$ cat config.mk
export PLATFORM = sky130hd
export DESIGN_NAME = stratum_weighted_share_accumulator_unit
export DESIGN_NICKNAME = d
export VERILOG_FILES = /design/src/rtl/core/swsa_pkg.sv /design/src/rtl/core/swsa_div.sv /design/src/rtl/core/stratum_weighted_share_accumulator_unit.sv
export SDC_FILE = /design/constraint.sdc
export NUM_CORES = 2
export LEC_CHECK = 0
export ABC_AREA = 0
export BUFFER_PORTS_ARGS = -buffer_cell sky130_fd_sc_hd__clkbuf_2
export CAP_MARGIN = 20
export CORE_MARGIN = 1
export CORE_UTILIZATION = 45
export DETAILED_ROUTE_END_ITERATION = 10
export HOLD_SLACK_MARGIN = 0.02
export PLACE_DENSITY_LB_ADDON = 0.2
export SYNTH_ARGS = -nofsm -noshare
export SYNTH_HDL_FRONTEND = slang
export SYNTH_HIERARCHICAL = 1
export SYNTH_SLANG_ARGS = --single-unit
export TNS_END_PERCENT = 20
$ cat constraint.sdc
create_clock -name clock -period 14.6 [get_ports clock]
set_input_delay 0.73 -clock clock [delete_from_list [all_inputs] [get_ports clock]]
set_output_delay 0.73 -clock clock [all_outputs]
set_load 0.005 [all_outputs]
$ cat src/rtl/core/swsa_pkg.sv
`timescale 1ns / 1ps
// ----------------------------------------------------------------------------
// swsa_pkg
// Shared widths, limits and state codes for the stratum weighted share
// accumulator.
// ----------------------------------------------------------------------------
package swsa_pkg;

   // field widths
   localparam int EXPR_W   = 32;
   localparam int WEIGHT_W = 6;
   localparam int SLOT_W   = 5;
   localparam int CFG_W    = 6;
   localparam int RESULT_W = 32;
   localparam int FRAC_W   = 24;

   // accumulator widths
   localparam int PROD_W  = EXPR_W + WEIGHT_W;
   localparam int BIN_W   = 58;
   localparam int TOTAL_W = 52;

   // integer bits of the quotient, also the alignment shift of the total
   localparam int SHIFT_W = RESULT_W - FRAC_W;
   localparam int CNT_W   = $clog2(RESULT_W);

   localparam int MAX_STRATA = 32;

   localparam logic [BIN_W-1:0]   BIN_MAX    = '1;
   localparam logic [TOTAL_W-1:0] TOTAL_MAX  = '1;
   localparam logic [RESULT_W-1:0] RESULT_MAX = '1;

   // sequencer states
   typedef enum logic [5:0] {
      ST_ACCUM = 6'b000001,
      ST_FLUSH = 6'b000010,
      ST_READ  = 6'b000100,
      ST_LOAD  = 6'b001000,
      ST_DIV   = 6'b010000,
      ST_OUT   = 6'b100000
   } swsa_state_type;

endpackage

$ cat src/rtl/core/swsa_div.sv
`timescale 1ns / 1ps
// ----------------------------------------------------------------------------
// swsa_div
// Restoring divider, one quotient bit per cycle: floor(bin * 2^24 / total)
// for a bin known to be below total * 2^8, so the quotient fits 32 bits.
// ----------------------------------------------------------------------------
module swsa_div (
   input  logic                            clock,
   input  logic                            reset,
   input  logic                            start,
   input  logic [swsa_pkg::BIN_W-1:0]      bin,
   input  logic [swsa_pkg::TOTAL_W-1:0]    total,
   output logic                            done,
   output logic [swsa_pkg::RESULT_W-1:0]   quotient
);
   import swsa_pkg::*;

   logic [TOTAL_W-1:0]  rem_ff, rem_in;
   logic [RESULT_W-1:0] low_ff, low_in;
   logic [RESULT_W-1:0] quo_ff, quo_in;
   logic [CNT_W-1:0]    cnt_ff, cnt_in;
   logic                busy_ff, busy_in;
   logic                done_ff, done_in;

   logic [TOTAL_W:0]    shifted;
   logic [TOTAL_W:0]    diff;
   logic                ge;

   // one trial subtraction of the shifted remainder
   always_comb begin
      shifted = {rem_ff, low_ff[RESULT_W-1]};
      diff    = shifted - {1'b0, total};
      ge      = !diff[TOTAL_W];
   end

   // divider step control
   always_comb begin
      rem_in  = rem_ff;
      low_in  = low_ff;
      quo_in  = quo_ff;
      cnt_in  = cnt_ff;
      busy_in = busy_ff;
      done_in = 1'b0;
      if (start) begin
         // high part of bin * 2^24 already below the total
         rem_in  = TOTAL_W'(bin[BIN_W-1:SHIFT_W]);
         low_in  = {bin[SHIFT_W-1:0], FRAC_W'(0)};
         quo_in  = '0;
         cnt_in  = '0;
         busy_in = 1'b1;
      end else if (busy_ff) begin
         rem_in = ge ? diff[TOTAL_W-1:0] : shifted[TOTAL_W-1:0];
         low_in = {low_ff[RESULT_W-2:0], 1'b0};
         quo_in = {quo_ff[RESULT_W-2:0], ge};
         cnt_in = cnt_ff + 1'b1;
         if (cnt_ff == CNT_W'(RESULT_W - 1)) begin
            busy_in = 1'b0;
            done_in = 1'b1;
         end
      end
   end

   // control registers
   always_ff @(posedge clock) begin
      if (reset) begin
         busy_ff <= 1'b0;
         done_ff <= 1'b0;
         cnt_ff  <= '0;
      end else begin
         busy_ff <= busy_in;
         done_ff <= done_in;
         cnt_ff  <= cnt_in;
      end
   end

   // datapath registers
   always_ff @(posedge clock) begin
      rem_ff <= rem_in;
      low_ff <= low_in;
      quo_ff <= quo_in;
   end

   assign done     = done_ff;
   assign quotient = quo_ff;

endmodule

$ cat src/rtl/core/stratum_weighted_share_accumulator_unit.sv
`timescale 1ns / 1ps
// ----------------------------------------------------------------------------
// stratum_weighted_share_accumulator_unit
// Accumulates expression and expression times weight per stratum slot over a
// column; on the last gene emits bin / total in Q8.24 for each stratum in use.
// ----------------------------------------------------------------------------
// Flow: a new gene is taken every cycle while the unit is in its accumulate state.
// The last gene is followed by a flush state, then per result a memory read,
// a load state and the divider run (skipped when the quotient saturates or the
// total is zero) before the result is offered.
// Reset: synchronous, active high; bins, total and valid bits read as zero,
// strata count is 32. No clearing pass: per-slot valid bits clear at once.
// ----------------------------------------------------------------------------
module stratum_weighted_share_accumulator_unit (
   input  logic                            clock,
   input  logic                            reset,

   input  logic                            csr_wr_en,
   input  logic [swsa_pkg::CFG_W-1:0]      csr_wr_data,

   input  logic                            req_valid,
   output logic                            req_ready,
   input  logic [swsa_pkg::EXPR_W-1:0]     req_expression_level,
   input  logic [swsa_pkg::WEIGHT_W-1:0]   req_stratum_weight,
   input  logic [swsa_pkg::SLOT_W-1:0]     req_stratum_slot,
   input  logic                            req_last_gene,

   output logic                            rsp_valid,
   input  logic                            rsp_ready,
   output logic [swsa_pkg::SLOT_W-1:0]     rsp_result_slot,
   output logic [swsa_pkg::RESULT_W-1:0]   rsp_partial_index,
   output logic                            rsp_zero_total,
   output logic                            rsp_last_result
);
   import swsa_pkg::*;

   // sequencer and configuration
   swsa_state_type      state_ff, state_in;
   logic [CFG_W-1:0]    strata_ff;
   logic [SLOT_W-1:0]   last_k;
   logic [SLOT_W-1:0]   k_ff, k_in;

   // handshakes
   logic                req_xfer;
   logic                rsp_xfer;

   // column total
   logic [TOTAL_W-1:0]  total_ff, total_in;
   logic [TOTAL_W:0]    total_sum;

   // bin memory and valid bits
   logic [BIN_W-1:0]    bin_mem [MAX_STRATA];
   logic [BIN_W-1:0]    rd_data_ff;
   logic                mem_rd_en;
   logic [SLOT_W-1:0]   mem_rd_addr;
   logic [MAX_STRATA-1:0] bin_valid_ff, bin_valid_in;

   // update stage
   logic                p1_valid_ff;
   logic [SLOT_W-1:0]   p1_slot_ff;
   logic [PROD_W-1:0]   p1_prod_ff;
   logic                fwd_valid_ff;
   logic [SLOT_W-1:0]   fwd_slot_ff;
   logic [BIN_W-1:0]    fwd_data_ff;
   logic [BIN_W-1:0]    acc_base;
   logic [BIN_W:0]      acc_wide;
   logic [BIN_W-1:0]    acc_sum;

   // result path
   logic [BIN_W-1:0]    ld_bin;
   logic                ld_zero;
   logic                ld_sat;
   logic                div_start;
   logic                div_done;
   logic [RESULT_W-1:0] div_q;
   logic [RESULT_W-1:0] index_ff, index_in;
   logic                zero_ff, zero_in;

   assign req_ready = (state_ff == ST_ACCUM);
   assign req_xfer  = req_valid && req_ready;
   assign rsp_valid = (state_ff == ST_OUT);
   assign rsp_xfer  = rsp_valid && rsp_ready;

   // strata count clamp, as index of the final result
   always_comb begin
      if (strata_ff == '0) begin
         last_k = '0;
      end else if (strata_ff > CFG_W'(MAX_STRATA)) begin
         last_k = SLOT_W'(MAX_STRATA - 1);
      end else begin
         last_k = SLOT_W'(strata_ff - 1'b1);
      end
   end

   // configuration register
   always_ff @(posedge clock) begin
      if (reset) begin
         strata_ff <= CFG_W'(MAX_STRATA);
      end else if (csr_wr_en) begin
         strata_ff <= csr_wr_data;
      end
   end

   // saturating column total
   always_comb begin
      total_sum = {1'b0, total_ff} + (TOTAL_W + 1)'(req_expression_level);
      total_in  = total_ff;
      if (req_xfer) begin
         total_in = total_sum[TOTAL_W] ? TOTAL_MAX : total_sum[TOTAL_W-1:0];
      end else if (rsp_xfer && rsp_last_result) begin
         total_in = '0;
      end
   end

   // memory port selection
   assign mem_rd_en   = req_xfer || (state_ff == ST_READ);
   assign mem_rd_addr = (state_ff == ST_ACCUM) ? req_stratum_slot : k_ff;

   // bin memory: one write, one registered read
   always_ff @(posedge clock) begin
      if (p1_valid_ff) begin
         bin_mem[p1_slot_ff] <= acc_sum;
      end
      if (mem_rd_en) begin
         rd_data_ff <= bin_mem[mem_rd_addr];
      end
   end

   // read-modify-write with forwarding of the previous write
   always_comb begin
      if (fwd_valid_ff && (fwd_slot_ff == p1_slot_ff)) begin
         acc_base = fwd_data_ff;
      end else if (bin_valid_ff[p1_slot_ff]) begin
         acc_base = rd_data_ff;
      end else begin
         acc_base = '0;
      end
      acc_wide = {1'b0, acc_base} + (BIN_W + 1)'(p1_prod_ff);
      acc_sum  = acc_wide[BIN_W] ? BIN_MAX : acc_wide[BIN_W-1:0];
   end

   // valid bits: set on write, cleared when the column ends
   always_comb begin
      bin_valid_in = bin_valid_ff;
      if (rsp_xfer && rsp_last_result) begin
         bin_valid_in = '0;
      end else if (p1_valid_ff) begin
         bin_valid_in[p1_slot_ff] = 1'b1;
      end
   end

   // result source for the current slot
   always_comb begin
      ld_bin    = bin_valid_ff[k_ff] ? rd_data_ff : '0;
      ld_zero   = (total_ff == '0);
      ld_sat    = ({2'b0, ld_bin} >= {total_ff, SHIFT_W'(0)});
      div_start = (state_ff == ST_LOAD) && !ld_zero && !ld_sat;
   end

   // sequencer
   always_comb begin
      state_in = state_ff;
      k_in     = k_ff;
      index_in = index_ff;
      zero_in  = zero_ff;
      case (state_ff)
         ST_ACCUM: begin
            if (req_xfer && req_last_gene) begin
               state_in = ST_FLUSH;
            end
         end
         ST_FLUSH: begin
            state_in = ST_READ;
            k_in     = '0;
         end
         ST_READ: begin
            state_in = ST_LOAD;
         end
         ST_LOAD: begin
            if (ld_zero) begin
               index_in = '0;
               zero_in  = 1'b1;
               state_in = ST_OUT;
            end else if (ld_sat) begin
               index_in = RESULT_MAX;
               zero_in  = 1'b0;
               state_in = ST_OUT;
            end else begin
               state_in = ST_DIV;
            end
         end
         ST_DIV: begin
            if (div_done) begin
               index_in = div_q;
               zero_in  = 1'b0;
               state_in = ST_OUT;
            end
         end
         ST_OUT: begin
            if (rsp_xfer) begin
               if (rsp_last_result) begin
                  state_in = ST_ACCUM;
               end else begin
                  k_in     = k_ff + 1'b1;
                  state_in = ST_READ;
               end
            end
         end
         default: begin
            state_in = ST_ACCUM;
         end
      endcase
   end

   // control registers
   always_ff @(posedge clock) begin
      if (reset) begin
         state_ff     <= ST_ACCUM;
         k_ff         <= '0;
         total_ff     <= '0;
         bin_valid_ff <= '0;
         p1_valid_ff  <= 1'b0;
         fwd_valid_ff <= 1'b0;
      end else begin
         state_ff     <= state_in;
         k_ff         <= k_in;
         total_ff     <= total_in;
         bin_valid_ff <= bin_valid_in;
         p1_valid_ff  <= req_xfer;
         fwd_valid_ff <= p1_valid_ff;
      end
   end

   // payload registers
   always_ff @(posedge clock) begin
      if (req_xfer) begin
         p1_slot_ff <= req_stratum_slot;
         p1_prod_ff <= PROD_W'(req_expression_level) * PROD_W'(req_stratum_weight);
      end
      fwd_slot_ff <= p1_slot_ff;
      fwd_data_ff <= acc_sum;
      index_ff    <= index_in;
      zero_ff     <= zero_in;
   end

   // quotient unit
   swsa_div u_div (
      .clock    (clock),
      .reset    (reset),
      .start    (div_start),
      .bin      (ld_bin),
      .total    (total_ff),
      .done     (div_done),
      .quotient (div_q)
   );

   assign rsp_result_slot   = k_ff;
   assign rsp_partial_index = index_ff;
   assign rsp_zero_total    = zero_ff;
   assign rsp_last_result   = (k_ff == last_k);

endmodule

==> metrics.txt <==
Critical Path RT roughly 15 ns; Via density 6.06; full die area approximately 0.23 sq mm; Rel. slew slack around a fifth; Filler cells 18,700; placed cells just under 10,000; Power, Total 18.0 mW; Syn Nets around 7,300; dominant cells by area after synthesis edfxtp_1 (60%), mux4_2 (10%), dfxtp_1 (4.1%), nand2_1 (3.1%), ha_1 (2.7%); Slew Limit Fails 0; count leader, synth edfxtp_1; Setup Fix Bufs, Post-CTS 0; Netlist cell types ~100; synthesis-stage register bit count between 2,000 and 2,500; gpl congestion ~0.91; GRT overflow 0; final critical-path share of the clock period 60.7%; reg-to-reg setup timing slack between 5 and 6 ns; CTS Hold Bufs 2; critical path class reg -> reg; layout net count between 7,000 and 8,000; Rows around 170; clk_skew a little over 0.07 ns; syn_area_per_cell around 15 sq um; clock sinks around 2,300; Cell Chain, Critical Path xor2_1 > nor4_4 > and2_2 > a21oi_4 > a22o_1 > ha_1 > fa_1 > a21o_1 > a31oi_1 > o211ai_1 > a41oi_1 > nor4_1 > o21ai_1 > a211oi_2 > nand3_4 > buf_4 > nand3_1; CP bufs+invs 1; failing checks design-rule violations; post_cts resized 0; worst vdd ir 0.000133 V; pwr/cell area about 160 mW/mm^2; All-Layer GR Usage approximately a quarter; Placeable Area 0.225 sq mm; initial antenna violation count 15; Worst-path clk slew 0.06 ns; die width around 480 um; final cell count without fillers around 10,000; FFs w/ async S/R, synth 0%; number of synthesized flops with an enable pin just over 2,000; vias slightly above 60,000; max_cap viols 0; min Tclk post-route between 8 and 9 ns; first-pass GRT wire length roughly 420,000 um; Starting Density 45.3%; Util after Layout a little over 50%; top cell type's share of synthesized area about three fifths; Num CTS Buffers 221; I/O Pins 96; Routed WL 292,000 um; DRC 16; DRT Pass-1 Iters 11; drt initial violations approximately 8,000; # setup viols final 0; share of layout cells above drive strength 1 between 15 and 20%; status complete, but fails checks; fmax 113 MHz; final hold violations 0; Post-synth top flop edfxtp_1; Worst-Skew Late Latency 0.91 ns; vias in the first global route between 50,000 and 60,000; Warnings, synthesis 6; hold slack a little under 0.09 ns; area leader, netlist edfxtp_1; Worst Path Arrival roughly 9.2 ns; Die Y 478 um; area of the multi-input gates between 0.03 and 0.04 sq mm; DP Wirelength about 170,000 um; Crit. End Element flip-flop; top post-synthesis cells by count edfxtp_1 (2,048), nand2_1 (854), mux4_2 (474); CTS tree yes; Tightest Pin Transition 1.17 ns; CP Launch Type flip-flop; H-tree depth 4; number of routed nets with antenna violations 0; Max Fanout on Critical Path 46; Slowest cell on crit path edfxtp_1; largest net degree at the start of global routing approximately 110; storage element area approximately 0.066 sq mm; P_leak 39.0 nW; Post-Route Setup TNS 0 ns; Port Buffer Count between 90 and 100; register area share after synthesis 64.3%; WL/cell 28.7 um; synthesized cell area a little over 0.1 sq mm; clk root buf clkbuf_16; cells after synthesis 6,903; max incr delay on CP roughly 1.1 ns; RSZ-0062 raised after global routing false; family with the most delay on the worst path compound AO/OA/AOI/OAI gates; hold crit path type in -> reg; Area Growth Syn to Fin 11.6%; clk buf depth 3
==> stage by stage <==
| step | area, sq um | worst slack (ns) |
|---|---|---|
| finish | 114000 | 5.73 |
| global route | 114000 | 5.38 |
| CTS | 114000 | 5.81 |
| detailed placement | 106000 | 5.86 |
| global placement | 106000 | 6.03 |
| floorplan | 102000 | 8.20 |
==> power breakdown <==
part / internal, mW / switching [mW] / leakage [nW]
registers: 7.85 / 0.342 / 19.4
logic: 1.40 / 2.60 / 16.0
clock network: 3.28 / 2.53 / 3.60
total: 12.5 / 5.47 / 39.0
==> cells in the final DEF (no fill, tap or decap), drive strengths merged, types with 170 or more instances in the layout <==
cell       n
clkbuf   398
inv      312
ha       223
mux4     474
a21oi    212
nand3    368
dfxtp    207
nand2    854
edfxtp  2048
nor2     291
o21ai    229
and2     170
==> cell families (layout without fill, tap and decap cells) <==
logic type / count (synthesis) / in the layout / synth area share, %
muxes: 596 / 596 / 11.7
buffers and inverters: 648 / 954 / 2.55
DFF: 2255 / 2255 / 64.3
AOI/OAI and AO/OA: 890 / 890 / 5.72
and+or+nand+nor: 2005 / 2005 / 9.16
adders and majority gates: 348 / 348 / 5.18
other: 0 / 4 / 0
xor gates and xnor gates: 161 / 161 / 1.38
==> worst reg2reg max path: stages, from the launching register on <==
cell	delay [ns]
edfxtp_1	1.10
xor2_1	0.24
nor4_4	0.45
and2_2	0.71
a21oi_4	0.28
a22o_1	0.29
ha_1	0.22
fa_1	0.41
a21o_1	0.22
a31oi_1	0.25
o211ai_1	0.17
a41oi_1	0.62
nor4_1	0.24
o21ai_1	0.67
a211oi_2	0.30
nand3_4	0.20
buf_4	0.80
nand3_1	1.10
==> per-layer routing <==
metal  routed length, um  up-vias  GRT usage [%]
met3               25700      392           3.54
li1                    -    26400              -
met4                6600        0           5.94
met1              122000    32300           36.9
met5                   0        -              0
met2              138000     2755           40.9
==> worst paths after layout <==
| path | startpoint | end | cells after the start |
|---|---|---|---|
| setup reg to reg | p1_slot_ff[0] | bin_mem[20][37] | 17 |
| setup / recovery | p1_slot_ff[0] | bin_mem[20][37] | 17 |
| hold / removal | req_stratum_slot[2] | p1_slot_ff[2] | 1 |
| hold reg to reg | bin_valid_ff[18] | bin_valid_ff[18] | 1 |
==> registers in the layout, summed over array words and instances (netlist names), 5 cells and up <==
name / flops
bin_valid_ff: 32
rsp_result_slot: 5
total_ff: 52
u_div/cnt_ff: 5
p1_prod_ff: 38
u_div/quotient: 32
fwd_data_ff: 58
u_div/low_ff: 8
fwd_slot_ff: 5
rd_data_ff: 58
rsp_partial_index: 32
strata_ff: 6
p1_slot_ff: 5
u_div/rem_ff: 52
bin_mem: 1856
state_ff: 6
==> layout make-up <==
type / instances / share of cell area [%]
Clock buffer: 303 / 5.39
Multi-Input combinational cell: 4000 / 30.0
Antenna cell: 4 / 0.00879
Inverter: 305 / 1.01
Tap cell: 2992 / 3.29
Sequential cell: 2255 / 57.7
Timing Repair Buffer: 228 / 1.49
Clock inverter: 118 / 1.14
Power figures use the tool's default switching activity.
